==> src/rtl/core/ssf_pkg.sv <==
`timescale 1ns / 1ps
// ----------------------------------------------------------------------------
// ssf_pkg
// Shared sizes, command/status types and arithmetic helpers for the subpixel
// splat frame buffer.
// ----------------------------------------------------------------------------
package ssf_pkg;

  localparam int COLS   = 16;
  localparam int ROWS   = 16;
  localparam int NPIX   = COLS * ROWS;
  localparam int ADDR_W = $clog2(NPIX);

  localparam int POS_W  = 12;
  localparam int FRAC_W = 8;
  localparam int CRD_W  = 4;
  localparam int CH_W   = 8;
  localparam int PIX_W  = 3 * CH_W;
  // Neighbor coordinates, wide enough to compare against COLS and ROWS
  localparam int NB_W   = 10;

  typedef enum logic {OP_PLOT = 1'b0, OP_READ = 1'b1} op_e;

  typedef struct packed {
    logic       capture;
    logic       weigh;
    logic       rd_en;
    logic [1:0] nb;
    logic       wr_en;
    logic       rsp;
  } ssf_cmd_t;

  typedef struct packed {
    logic is_read;
    logic nb_ok;
    logic out_free;
  } ssf_sts_t;

  function automatic logic [CH_W-1:0] frac_scale(input logic [FRAC_W-1:0] f);
    logic [15:0] p;
    p = {f, 8'h00} - {8'h00, f};
    return p[15:8];
  endfunction

  function automatic logic [CH_W-1:0] corner_weight(input logic [CH_W-1:0] a,
                                                    input logic [CH_W-1:0] b);
    logic [15:0] p;
    p = (16'(a) * 16'(b)) + 16'(a) + 16'(b);
    return p[15:8];
  endfunction

  function automatic logic [CH_W-1:0] sat_add(input logic [CH_W-1:0] base,
                                              input logic [CH_W-1:0] add);
    logic [CH_W:0] s;
    s = {1'b0, base} + {1'b0, add};
    return s[CH_W] ? {CH_W{1'b1}} : s[CH_W-1:0];
  endfunction

endpackage

==> src/rtl/core/ssf_ctrl.sv <==
`timescale 1ns / 1ps
// ----------------------------------------------------------------------------
// ssf_ctrl
// Sequencer: accepts a request, steps the datapath through weight setup and
// one read-modify-write per in-range neighbor, or a single lookup for a read.
// ----------------------------------------------------------------------------
module ssf_ctrl
  import ssf_pkg::*;
(
  input  logic     clk_i,
  input  logic     rst_ni,
  input  logic     in_valid_i,
  output logic     in_ready_o,
  input  ssf_sts_t sts_i,
  output ssf_cmd_t cmd_o
);

  localparam logic [2:0] S_IDLE  = 3'd0;
  localparam logic [2:0] S_WEIGH = 3'd1;
  localparam logic [2:0] S_RD    = 3'd2;
  localparam logic [2:0] S_WR    = 3'd3;
  localparam logic [2:0] S_RSP   = 3'd4;

  logic [2:0] state_q, state_d;
  logic [1:0] nb_q, nb_d;

  always_comb begin
    state_d    = state_q;
    nb_d       = nb_q;
    in_ready_o = 1'b0;
    cmd_o      = '0;
    cmd_o.nb   = nb_q;
    case (state_q)
      S_IDLE: begin
        in_ready_o = 1'b1;
        if (in_valid_i) begin
          cmd_o.capture = 1'b1;
          nb_d          = 2'd0;
          state_d       = S_WEIGH;
        end
      end
      S_WEIGH: begin
        cmd_o.weigh = 1'b1;
        state_d     = S_RD;
      end
      S_RD: begin
        if (sts_i.is_read) begin
          cmd_o.rd_en = 1'b1;
          state_d     = S_RSP;
        end else if (sts_i.nb_ok) begin
          cmd_o.rd_en = 1'b1;
          state_d     = S_WR;
        end else if (nb_q == 2'd3) begin
          state_d = S_IDLE;
        end else begin
          nb_d = nb_q + 2'd1;
        end
      end
      S_WR: begin
        cmd_o.wr_en = 1'b1;
        if (nb_q == 2'd3) begin
          state_d = S_IDLE;
        end else begin
          nb_d    = nb_q + 2'd1;
          state_d = S_RD;
        end
      end
      S_RSP: begin
        if (sts_i.out_free) begin
          cmd_o.rsp = 1'b1;
          state_d   = S_IDLE;
        end
      end
      default: begin
        state_d = S_IDLE;
      end
    endcase
  end

  always_ff @(posedge clk_i or negedge rst_ni) begin
    if (!rst_ni) begin
      state_q <= S_IDLE;
      nb_q    <= 2'd0;
    end else begin
      state_q <= state_d;
      nb_q    <= nb_d;
    end
  end

endmodule

==> config.mk <==
export PLATFORM = sky130hd
export DESIGN_NAME = ssf_ctrl
export DESIGN_NICKNAME = d
export VERILOG_FILES = /design/src/rtl/core/ssf_pkg.sv /design/src/rtl/core/ssf_ctrl.sv
export SDC_FILE = /design/constraint.sdc
export NUM_CORES = 1
export LEC_CHECK = 0
export ABC_AREA = 1
export BUFFER_PORTS_ARGS = -buffer_cell sky130_fd_sc_hd__buf_4
export CAP_MARGIN = 25
export CELL_PAD_IN_SITES_DETAIL_PLACEMENT = 0
export CELL_PAD_IN_SITES_GLOBAL_PLACEMENT = 2
export CORE_MARGIN = 2
export CORE_UTILIZATION = 24
export DETAILED_ROUTE_END_ITERATION = 10
export HOLD_SLACK_MARGIN = 0.1
export PLACE_DENSITY_LB_ADDON = 0.25
export SLEW_MARGIN = 20
export SYNTH_ARGS = -nofsm -noshare
export SYNTH_HDL_FRONTEND = slang
export SYNTH_SLANG_ARGS = --single-unit
==> constraint.sdc <==
create_clock -name clk_i -period 1.75 [get_ports clk_i]
set_input_delay 0.0875 -clock clk_i [delete_from_list [all_inputs] [get_ports clk_i]]
set_output_delay 0.0875 -clock clk_i [all_outputs]
set_load 0.01 [all_outputs]
==> reports/qor.yml, run 1 <==
post_cts_buffers: 0
skew_ns: 0.00265
die_y_um: 42.7
dr.pass1.iters: 3
fp.dieW_um: 42.7
avgSynthCellArea_um2: 7.33
netlist_instances: 49
drtAntennaViolNets: 0
cts_repair_resize_count: 0
start_util_pct: 26.6
antenna_found_initial: 0
setup-tns-final_ns: 0
worstMarginPinSlew_ns: 0.262
placementRows: 13
synth_seq_cells: 5
fin_crit_ns: 1.35
crit_type: "primary input to output pin"
power.total_w: 0.000850
die_area_mm2: 0.00182
ys.flop_type: "dfrtp_1"
powerDensity_mw_per_mm2: 1630
slew_viol_final: 0
hpwl_um: 655
drc_errors: 0
status: "finished clean"
worstPathRequired_ns: 1.66
slowest_stage: "dlygate4sd3_1"
ir_worst_vdd_mv: 0.610
drt-wirelength-per-cell_um: 9.83
syn-num-nets: 56
rsz0062_at_grt: "no"
wirelength_um: 816
area_growth_pct: 45.3
grt_max_degree: 6
cts_num_sinks: 5
grt_usage_pct: 10.5
place.gp.congestion: 0.754
cp_max_fo: 4
n_antenna_cell: 0
vias_per_cell: 4.31
io_pins: 14
fin_crit_sh_pct: 77.2
yosysMostFrequentCell: "inv_1"
hp-class: "primary input to flip-flop"
clkLatencyLatePin_ns: 0.24
cts_made_buffers: 3
drtIter0Drc: 17
synthesis.area_um2: 359
cts_buffer_depth: 2
core_mm2: 0.00135
htree_levels: 1
cts_root_buffer: "clkbuf_4"
grt_pass1_wl_um: 1460
yosysUniqueCellTypes: 17
cp-end-kind: "output pin"
ys_seq_area_share_pct: 34.8
drive_gt1_share_pct: 36.8
timing.fmax_ghz: 0.741
synth-edff-count: 0
io_buffer_count: 13
crit_chain: "dlygate4sd3_1, buf_4, nor2_1, inv_1, nand2_2, inv_1, buf_4"
hold_ws_ns: 0.160
slew_headroom_pct: 82.3
p_leak_nw: 0.292
critPathArrivalTime_ns: 1.26
synthTopCellsByArea: "dfrtp_1 35%, inv_1 9.4%, nand2_1 8.4%"
cp_slowest_stage_delay_ns: 0.54
finalHoldViolCount: 0
gr-total-overflow: 0
finalSetupViolCount: 0
synthTopCellsByCount: "9 x inv_1, 8 x nand2_1, 7 x nor2_1"
finish.net_count: 76
maxCapViolCount: 0
cts_tree: "built"
grt_pass1_vias: 352
clkSlewWorstSetupHoldPaths_ns: 0.04
synth_top_area_share_pct: 34.8
start_kind: "primary input"
yosysWarnings: 0
synthArstFlopShare_pct: 100
vias: 358
yosysTopAreaCell: "dfrtp_1"
-- routing by layer --
layer	wire (µm)	GRT usage (%)	up-vias
met5	0	0	-
met3	26	3.83	2
met2	395	15.2	5
met4	14	5.63	0
li1	-	-	195
met1	379	13.6	156
-- critical path: cells and delay by family --
family	cells	cell delay, ns
AND/OR/NAND/NOR	2	0.25
buffers and inverters	5	0.93
-- cells in the final DEF (no fill, tap or decap), drive strengths merged --
cell type	n
dlygate4sd3	2
nor3	2
nor4	1
dfrtp	5
a21oi	1
inv	10
ha	1
nand2	11
nor2	9
nand3	6
buf	13
nand3b	1
clkbuf	4
nand4	2
-- cells by family after synthesis --
group	share of synthesized area [%]
DFF	34.8
and+or+nand+nor	49.8
adders and majority gates	3.48
AOI/OAI and AO/OA	1.39
buffers and inverters	10.5
-- metrics by stage --
stage	worst slack, ns	instances	utilization, %	area, µm²
CTS	0.405	83	38.6	522
global route	0.274	83	38.6	522
finish	0.400	83	38.6	522
detailed placement	0.537	77	35.2	475
floorplan	0.604	49	-	359
global placement	0.525	77	35.2	475
-- power by group --
group / switching (W) / internal (W) / total (W) / leakage (nW)
Clock: 0.0000480 / 0.0000862 / 0.000134 / 0.0150
Sequential: 0.0000676 / 0.000162 / 0.000230 / 0.0654
Combinational: 0.000276 / 0.000210 / 0.000486 / 0.212
Total: 0.000391 / 0.000459 / 0.000850 / 0.292
-- path summary, 6_finish.rpt --
path	from	depth (start not counted)	slack [ns]	to
min in group asynchronous	rst_ni	2	0.18	nb_q[1]$_DFFE_PN0P_
worst max register to register	nb_q[0]$_DFFE_PN0P_	7	0.54	nb_q[1]$_DFFE_PN0P_
worst min register to register	nb_q[1]$_DFFE_PN0P_	2	0.52	nb_q[1]$_DFFE_PN0P_
max in group asynchronous	rst_ni	2	1.46	state_q[0]$_DFFE_PN0P_
worst min-delay path	sts_i[0]	4	0.16	state_q[2]$_DFFE_PN0P_
worst max-delay path	sts_i[2]	7	0.40	cmd_o[4]
-- state kept, by name (all words and copies together), names as in the netlist --
signal,cells
nb_q,2
state_q,3
-- layout make-up --
class,instances,area [µm²]
Clock buffer,4,26.3
Fill cell,144,828
Inverter,10,37.5
Multi-Input combinational cell,34,196
Sequential cell,5,125
Tap cell,15,18.8
Timing Repair Buffer,15,118
-- what timing repair did --
item	CTS	global route
endpoints found under the setup margin	0	0
hold endpoints to repair	6	0
hold buffers	2	0
(Power assumes the default switching activity.)
==> run 2: changes to the inputs <==
--- a/config.mk
+++ b/config.mk
@@ -5,13 +5,13 @@
 export SDC_FILE = /design/constraint.sdc
 export NUM_CORES = 1
 export LEC_CHECK = 0
-export ABC_AREA = 1
+export ABC_AREA = 0
 export BUFFER_PORTS_ARGS = -buffer_cell sky130_fd_sc_hd__buf_4
 export CAP_MARGIN = 25
 export CELL_PAD_IN_SITES_DETAIL_PLACEMENT = 0
 export CELL_PAD_IN_SITES_GLOBAL_PLACEMENT = 2
 export CORE_MARGIN = 2
-export CORE_UTILIZATION = 24
+export CORE_UTILIZATION = 21
 export DETAILED_ROUTE_END_ITERATION = 10
 export HOLD_SLACK_MARGIN = 0.1
 export PLACE_DENSITY_LB_ADDON = 0.25
==> constraint.sdc (replaced) <==
create_clock -name clk_i -period 1.2 [get_ports clk_i]
set_input_delay 0.06 -clock clk_i [delete_from_list [all_inputs] [get_ports clk_i]]
set_output_delay 0.06 -clock clk_i [all_outputs]
set_load 0.01 [all_outputs]
==> run 2 against run 1 <==
- final cell count shrank 3.6%
- clock skew fell by 0.0019 ns
- final area increased by 22%
- sequential cell count unchanged
- the flow now finishes with violations (setup timing)
- combinational power up 130%
- largest power group unchanged
- critical endpoint is now nb_q[0]$_DFFE_PN0P_
==> reports/qor.yml, run 2 <==
io_pins: 14  # unchanged
finalHoldViolCount: 0  # unchanged
antenna_found_initial: 0  # unchanged
cts_tree: "built"  # unchanged
clkSlewWorstSetupHoldPaths_ns: 0.05  # was 0.04 ns
start_util_pct: 21.9  # was 26.6%
multiInputGateArea_um2: 200  # was 196 µm²
dr.pass1.iters: 3  # unchanged
placementRows: 14  # was 13
rsz0062_at_grt: "yes"  # was no
grt_pass1_vias: 359  # was 352
io_buffer_count: 13  # unchanged
largest_reg_flops: 3  # unchanged
mostFrequentLayoutCells: "18 x buf_4, 6 x buf_6, 4 x nor2_1"  # was 13 x buf_4, 9 x inv_1, 8 x nand2_1
p_leak_nw: 0.307  # was 0.292 nW
cts_num_sinks: 5  # unchanged
gr-total-overflow: 0  # unchanged
timing.fmax_ghz: 0.710
status: "finished, violations left"  # was finished clean
slew_headroom_pct: 82.6  # was 82.3%
avgSynthCellArea_um2: 9.60  # was 7.33 µm²
synth_top_area_share_pct: 38.3  # was 34.8%
netlist_instances: 34  # was 49
reg2reg_to: "nb_q[0]$_DFFE_PN0P_"  # was nb_q[1]$_DFFE_PN0P_
crit_type: "flip-flop to flip-flop"  # was primary input to output pin
die_y_um: 43.4  # was 42.7 µm
critPathArrivalTime_ns: 1.55  # was 1.26 ns
clkLatencyLatePin_ns: 0.26  # was 0.24 ns
yosysUniqueCellTypes: 19  # was 17
area_growth_pct: 94.3  # was 45.3%
failed_checks: "setup timing"
top_regs: "state_q (3), nb_q (2)"  # unchanged
fin_crit_sh_pct: 117
slew_viol_final: 0  # unchanged
fin_crit_ns: 1.41
finish.net_count: 72  # was 76
drtIter0Drc: 5  # was 17
vias: 372  # was 358
wirelength_um: 1050  # was 816 µm
yosysTopAreaCell: "dfrtp_1"  # unchanged
n_antenna_cell: 0  # unchanged
largest-register: "state_q"  # unchanged
hpwl_um: 727  # was 655 µm
vias_per_cell: 4.65  # was 4.31
layout.cells.most_common: "buf_4"  # unchanged
power.total_w: 0.00167  # was 0.000850 W
hp-class: "primary input to async pin"  # was primary input to flip-flop
grt_usage_pct: 10.7  # was 10.5%
maxCapViolCount: 0  # unchanged
worstPathRequired_ns: 1.34  # was 1.66 ns
cp-end-kind: "flip-flop"  # was output pin
drtAntennaViolNets: 0  # unchanged
critPathCapture: "nb_q[0]$_DFFE_PN0P_"  # was cmd_o[4]
die_area_mm2: 0.00189  # was 0.00182 mm²
fp.dieW_um: 43.4  # was 42.7 µm
grt_pass1_wl_um: 1440  # was 1460 µm
synth_seq_cells: 5  # unchanged
ys.flop_type: "dfrtp_1"  # unchanged
seq_area_um2: 128  # was 125 µm²
worstMarginPinSlew_ns: 0.260  # was 0.262 ns
drt-wirelength-per-cell_um: 13.1  # was 9.83 µm
synthTopCellsByArea: "dfrtp_1 38%, buf_6 6.9%, nor2_1 5.7%"  # was dfrtp_1 35%, inv_1 9.4%, nand2_1 8.4%
detailed_place.area_um2: 492  # was 475 µm²
r2r_start: "state_q[2]$_DFFE_PN0P_"  # was nb_q[0]$_DFFE_PN0P_
fillers: 143  # was 144
ir_worst_vdd_mv: 1.27  # was 0.610 mV
crit_start: "state_q[2]$_DFFE_PN0P_"  # was sts_i[2]
syn-num-nets: 41  # was 56
drive_gt1_share_pct: 59.4  # was 36.8%
skew_ns: 0.000762  # was 0.00265 ns
ys_seq_area_share_pct: 38.3  # was 34.8%
cts_root_buffer: "clkbuf_4"  # unchanged
core_mm2: 0.00149  # was 0.00135 mm²
finalSetupViolCount: 10  # was 0
final_area_um2: 634  # was 522 µm²
synthesis.area_um2: 327  # was 359 µm²
hold_ws_ns: 0.141  # was 0.160 ns
powerDensity_mw_per_mm2: 2640  # was 1630 mW/mm²
synthTopCellsByCount: "5 x dfrtp_1, 5 x nor2_1, 3 x a21oi_1, 3 x nor3_1"  # was 9 x inv_1, 8 x nand2_1, 7 x nor2_1
yosysWarnings: 0  # unchanged
grt_max_degree: 8  # was 6
cp_max_fo: 4  # unchanged
synthArstFlopShare_pct: 100  # unchanged
synth-edff-count: 0  # unchanged
start_kind: "flip-flop"  # was primary input
place.gp.congestion: 0.736  # was 0.754
rr_worst_depth: 3  # was 7
layout_setup_ws_ns: -0.208  # was 0.400 ns
cts_made_buffers: 3  # unchanged
htree_levels: 1  # unchanged
drc_errors: 0  # unchanged
rrSetupSlack_ns: -0.21  # was 0.54 ns
cts_buffer_depth: 2  # unchanged
run 2: cell types whose count changed after synthesis, moves of 2 or more:
cell     before  now
a21oi_1       1    3
buf_6         0    2
inv_1         9    2
nand2_1       8    2
nand2_2       2    0
nand3_1       5    0
nand4_1       2    0
nor2_1        7    5
nor3_1        0    3
nor3_2        2    0
run 2: how the worst min path moves through the flow:
stage	from	end	depth (start not counted)
after CTS	rst_ni	nb_q[1]$_DFFE_PN0P_	2
after global placement	rst_ni	nb_q[1]$_DFFE_PN0P_	1
after global routing	rst_ni	nb_q[1]$_DFFE_PN0P_	2
after detailed placement	rst_ni	nb_q[1]$_DFFE_PN0P_	1
after floorplan	rst_ni	nb_q[0]$_DFFE_PN0P_	0
final	rst_ni	state_q[1]$_DFFE_PN0P_	2
run 2: logic make-up after synthesis:
logic type	after synthesis	synth area share [%]
fa+ha+maj	1	3.83
flops	5	38.3
buf+inv	4	9.20
mux	1	3.45
simple gates	16	31.0
compound gates	7	14.2
run 2: final cells by class:
type	count	area share, %
clock buffer	4	4.14
inverter	2	1.18
multi-input combinational	25	31.6
sequential	5	20.1
tap	16	3.16
timing repair buffer	28	39.8
run 2: worst max-delay path: stages, from the launching register on:
cell	delay (ns)
dfrtp_2	0.44
or3b_4	0.40
o21a_1	0.19
mux2_2	0.25
run 2: routing by layer:
layer	vias up	wire length (µm)	GRT usage, %
met1	178	412	11.3
met4	0	33	10.9
li1	181	-	-
met3	3	39	1.25
met2	10	565	17.9
met5	-	0	0
run 2: stage by stage:
step           TNS (ns)  util [%]  setup WS [ns]  instances
2_1_floorplan    -0.363         -         -0.200         34
3_3_place_gp     -0.385      33.0         -0.160         69
3_5_place_dp     -0.423      33.0         -0.195         69
4_1_cts           -1.19      40.8         -0.203         79
5_1_grt           -1.67      42.6         -0.238         80
6_report          -1.23      42.6         -0.208         80
run 2: power by group:
part	leakage [nW]	total, W	internal, W	switching [W]
registers	0.0613	0.000320	0.000252	0.0000680
logic	0.231	0.00114	0.000684	0.000453
clock network	0.0150	0.000216	0.000127	0.0000889
run 2: repair_timing:
action | in CTS | in global routing
gates resized for setup | 7 | 4
endpoints found under the setup margin | 9 | 10
buffers inserted | 3 | 1
hold buffers | 3 | 0
hold endpoints to repair | 7 | 0
pin swaps | 4 | 1
==> run 3: changes to the inputs <==
--- a/config.mk
+++ b/config.mk
@@ -8,11 +8,9 @@
 export ABC_AREA = 0
 export BUFFER_PORTS_ARGS = -buffer_cell sky130_fd_sc_hd__buf_4
 export CAP_MARGIN = 25
-export CELL_PAD_IN_SITES_DETAIL_PLACEMENT = 0
-export CELL_PAD_IN_SITES_GLOBAL_PLACEMENT = 2
-export CORE_MARGIN = 2
-export CORE_UTILIZATION = 21
+export CORE_AREA = 2 2 39 41
 export DETAILED_ROUTE_END_ITERATION = 10
+export DIE_AREA = 0 0 41 43
 export HOLD_SLACK_MARGIN = 0.1
 export PLACE_DENSITY_LB_ADDON = 0.25
 export SLEW_MARGIN = 20
==> run 3 against run 2 <==
- the flow still finishes with violations (setup timing)
- sequential cell count unchanged
- total power rose by 11%
- critical endpoint unchanged
- combinational power grew 19%
- largest power group unchanged
- via count up 2.2%
- core utilization grew 7.7 points
- critical path depth is the same
- clock skew is 0.0060 ns higher
- non-clock buffer count up 5
- clock-buffer cell count unchanged
- first-iteration DRC count is 40% higher
- final area up 9.7%
- register-to-register slack hardly changed
==> reports/qor.yml, run 3 (synthesized netlist as in run 2, its figures left out) <==
status: "finished, violations left"  # unchanged
failed_checks: "setup timing"  # unchanged
antenna_found_initial: 0  # unchanged
cts_buffer_depth: 2  # unchanged
drtIter0Drc: 7  # was 5
fp.dieW_um: 41  # was 43.4 µm
intPower_w: 0.00119  # was 0.00106 W
rsz0062_at_grt: "yes"  # unchanged
crit_type: "flip-flop to flip-flop"  # unchanged
detailed_place.area_um2: 499  # was 492 µm²
grt_pass1_vias: 370  # was 359
cp-end-kind: "flip-flop"  # unchanged
p_leak_nw: 0.338  # was 0.307 nW
clkLatencyLatePin_ns: 0.24  # was 0.26 ns
dr.pass1.iters: 2  # was 3
n_antenna_cell: 0  # unchanged
p_sw_w: 0.000659  # was 0.000610 W
skew_ns: 0.00680  # was 0.000762 ns
grt_pass1_wl_um: 1400  # was 1440 µm
layout_setup_ws_ns: -0.197  # was -0.208 ns
io_buffer_count: 13  # unchanged
place_ws_ns: -0.183  # was -0.195 ns
path_delay_family: "simple AND/OR/NAND/NOR gates"  # was flip-flops
drc_errors: 0  # unchanged
die_area_mm2: 0.00176  # was 0.00189 mm²
gr-total-overflow: 0  # unchanged
setup-tns-final_ns: -1.06  # was -1.23 ns
place.gp.congestion: 0.630  # was 0.736
hpwl_um: 604  # was 727 µm
path_buf_inv: 0  # unchanged
pwr-share-clk_pct: 10.4  # was 12.9%
top_regs: "state_q (3), nb_q (2)"  # unchanged
start_kind: "flip-flop"  # unchanged
drive_gt1_share_pct: 66.7  # was 59.4%
htree_levels: 1  # unchanged
finalSetupViolCount: 9  # was 10
clkSlewWorstSetupHoldPaths_ns: 0.05  # about the same
start_util_pct: 23.6  # was 21.9%
slowest_stage: "or3b_4"  # was dfrtp_2
io_pins: 14  # unchanged
power_frac_comb_pct: 73.2  # was 68.0%
cp_slowest_stage_delay_ns: 0.41  # was 0.44 ns
hp-class: "primary input to async pin"  # unchanged
cts_tree: "built"  # unchanged
largest-register: "state_q"  # unchanged
fin_crit_sh_pct: 116  # was 117%
wirelength_um: 920  # was 1050 µm
layout.cells.most_common: "buf_4"  # unchanged
mostFrequentLayoutCells: "19 x buf_4, 11 x buf_6, 4 x dfrtp_1"  # was 18 x buf_4, 6 x buf_6, 4 x nor2_1
vias: 380  # was 372
drtAntennaViolNets: 0  # unchanged
finish.net_count: 77  # was 72
slew_headroom_pct: 84.5  # was 82.6%
final_area_um2: 696  # was 634 µm²
worstPathRequired_ns: 1.32  # was 1.34 ns
cp_max_fo: 3  # was 4
crit_chain: "or3b_4, o21a_1, mux2_2"  # unchanged
ir_worst_vdd_mv: 1.06  # was 1.27 mV
cts_num_sinks: 5  # unchanged
largest_reg_flops: 3  # unchanged
drt-wirelength-per-cell_um: 10.8  # was 13.1 µm
maxCapViolCount: 0  # unchanged
grt_max_degree: 7  # was 8
fin_crit_ns: 1.40  # was 1.41 ns
slew_viol_final: 0  # unchanged
worstMarginPinSlew_ns: 0.232  # was 0.260 ns
finalHoldViolCount: 0  # unchanged
swShare_pct: 35.6  # was 36.5%
hold_ws_ns: 0.149  # was 0.141 ns
grt_usage_pct: 12.4  # was 10.7%
power.total_w: 0.00185  # was 0.00167 W
placementRows: 14  # unchanged
vias_per_cell: 4.47  # was 4.65
cts_root_buffer: "clkbuf_4"  # unchanged
critPathArrivalTime_ns: 1.52  # was 1.55 ns
seqPwrFrac_pct: 16.4  # was 19.1%
cts_made_buffers: 3  # unchanged
die_y_um: 43  # was 43.4 µm
powerDensity_mw_per_mm2: 2660  # was 2640 mW/mm²
core_mm2: 0.00138  # was 0.00149 mm²
area_growth_pct: 113  # was 94.3%
timing.fmax_ghz: 0.716  # was 0.710 GHz
## run 3: cell count changes in the layout (fill, tap and decap cells not counted), sizes merged
cell	before	now
buf	25	30
## run 3: power by group through the flow
| stage | clock [W] | combinational (W) | sequential (W) |
|---|---|---|---|
| final | 0.000192 | 0.00136 | 0.000304 |
| after floorplan | 0 | 0.000489 | 0.000330 |
| after global routing | 0.000229 | 0.00147 | 0.000311 |
| after global placement | 0 | 0.000901 | 0.000309 |
| after CTS | 0.000203 | 0.00114 | 0.000304 |
| after detailed placement | 0 | 0.000899 | 0.000307 |
## run 3: path summary, 6_finish.rpt
check | from | to | slack, ns | depth (start not counted)
setup / recovery | state_q[2]$_DFFE_PN0P_ | nb_q[0]$_DFFE_PN0P_ | -0.20 | 3
hold / removal | rst_ni | state_q[1]$_DFFE_PN0P_ | 0.15 | 2
setup reg to reg | state_q[2]$_DFFE_PN0P_ | nb_q[0]$_DFFE_PN0P_ | -0.20 | 3
hold reg to reg | nb_q[1]$_DFFE_PN0P_ | nb_q[1]$_DFFE_PN0P_ | 0.61 | 2
max in group asynchronous | rst_ni | state_q[0]$_DFFE_PN0P_ | 0.94 | 2
min in group clk_i | sts_i[2] | state_q[0]$_DFFE_PN0P_ | 0.19 | 3
## run 3: worst register-to-register path: cells and delay by family (launching register included)
kind / cells / cell delay (ns)
AND/OR/NAND/NOR: 1 / 0.41
flip-flops: 1 / 0.39
multiplexers: 1 / 0.26
AO/OA/AOI/OAI: 1 / 0.21
## run 3: metrics by stage
step | util (%) | std cells
global route | 50.3 | 85
floorplan | - | 34
detailed placement | 36.1 | 70
global placement | 36.1 | 70
finish | 50.3 | 85
CTS | 45.8 | 82
## run 3: repair_timing
action / 4_1_cts / 5_1_grt
buffers inserted: 5 / 3
hold buffers: 3 / 0
endpoints found under the hold margin: 7 / 0
setup endpoints to repair: 9 / 10
pin swaps: 3 / 3
resized for setup: 11 / 10
## run 3: layer usage
| metal | up-vias | GRT usage (%) | routed length (µm) |
|---|---|---|---|
| li1 | 189 | - | - |
| met1 | 178 | 11.5 | 366 |
| met2 | 13 | 20.0 | 507 |
| met3 | 0 | 6.28 | 47 |
| met4 | 0 | 8.00 | 0 |
| met5 | - | 0 | 0 |
## run 3: cell type report
cell class / instances / area [µm²]
Clock buffer: 4 / 26.3
Fill cell: 133 / 688
Inverter: 2 / 10.0
Multi-Input combinational cell: 25 / 216
Sequential cell: 5 / 126
Tap cell: 16 / 20.0
Timing Repair Buffer: 33 / 297
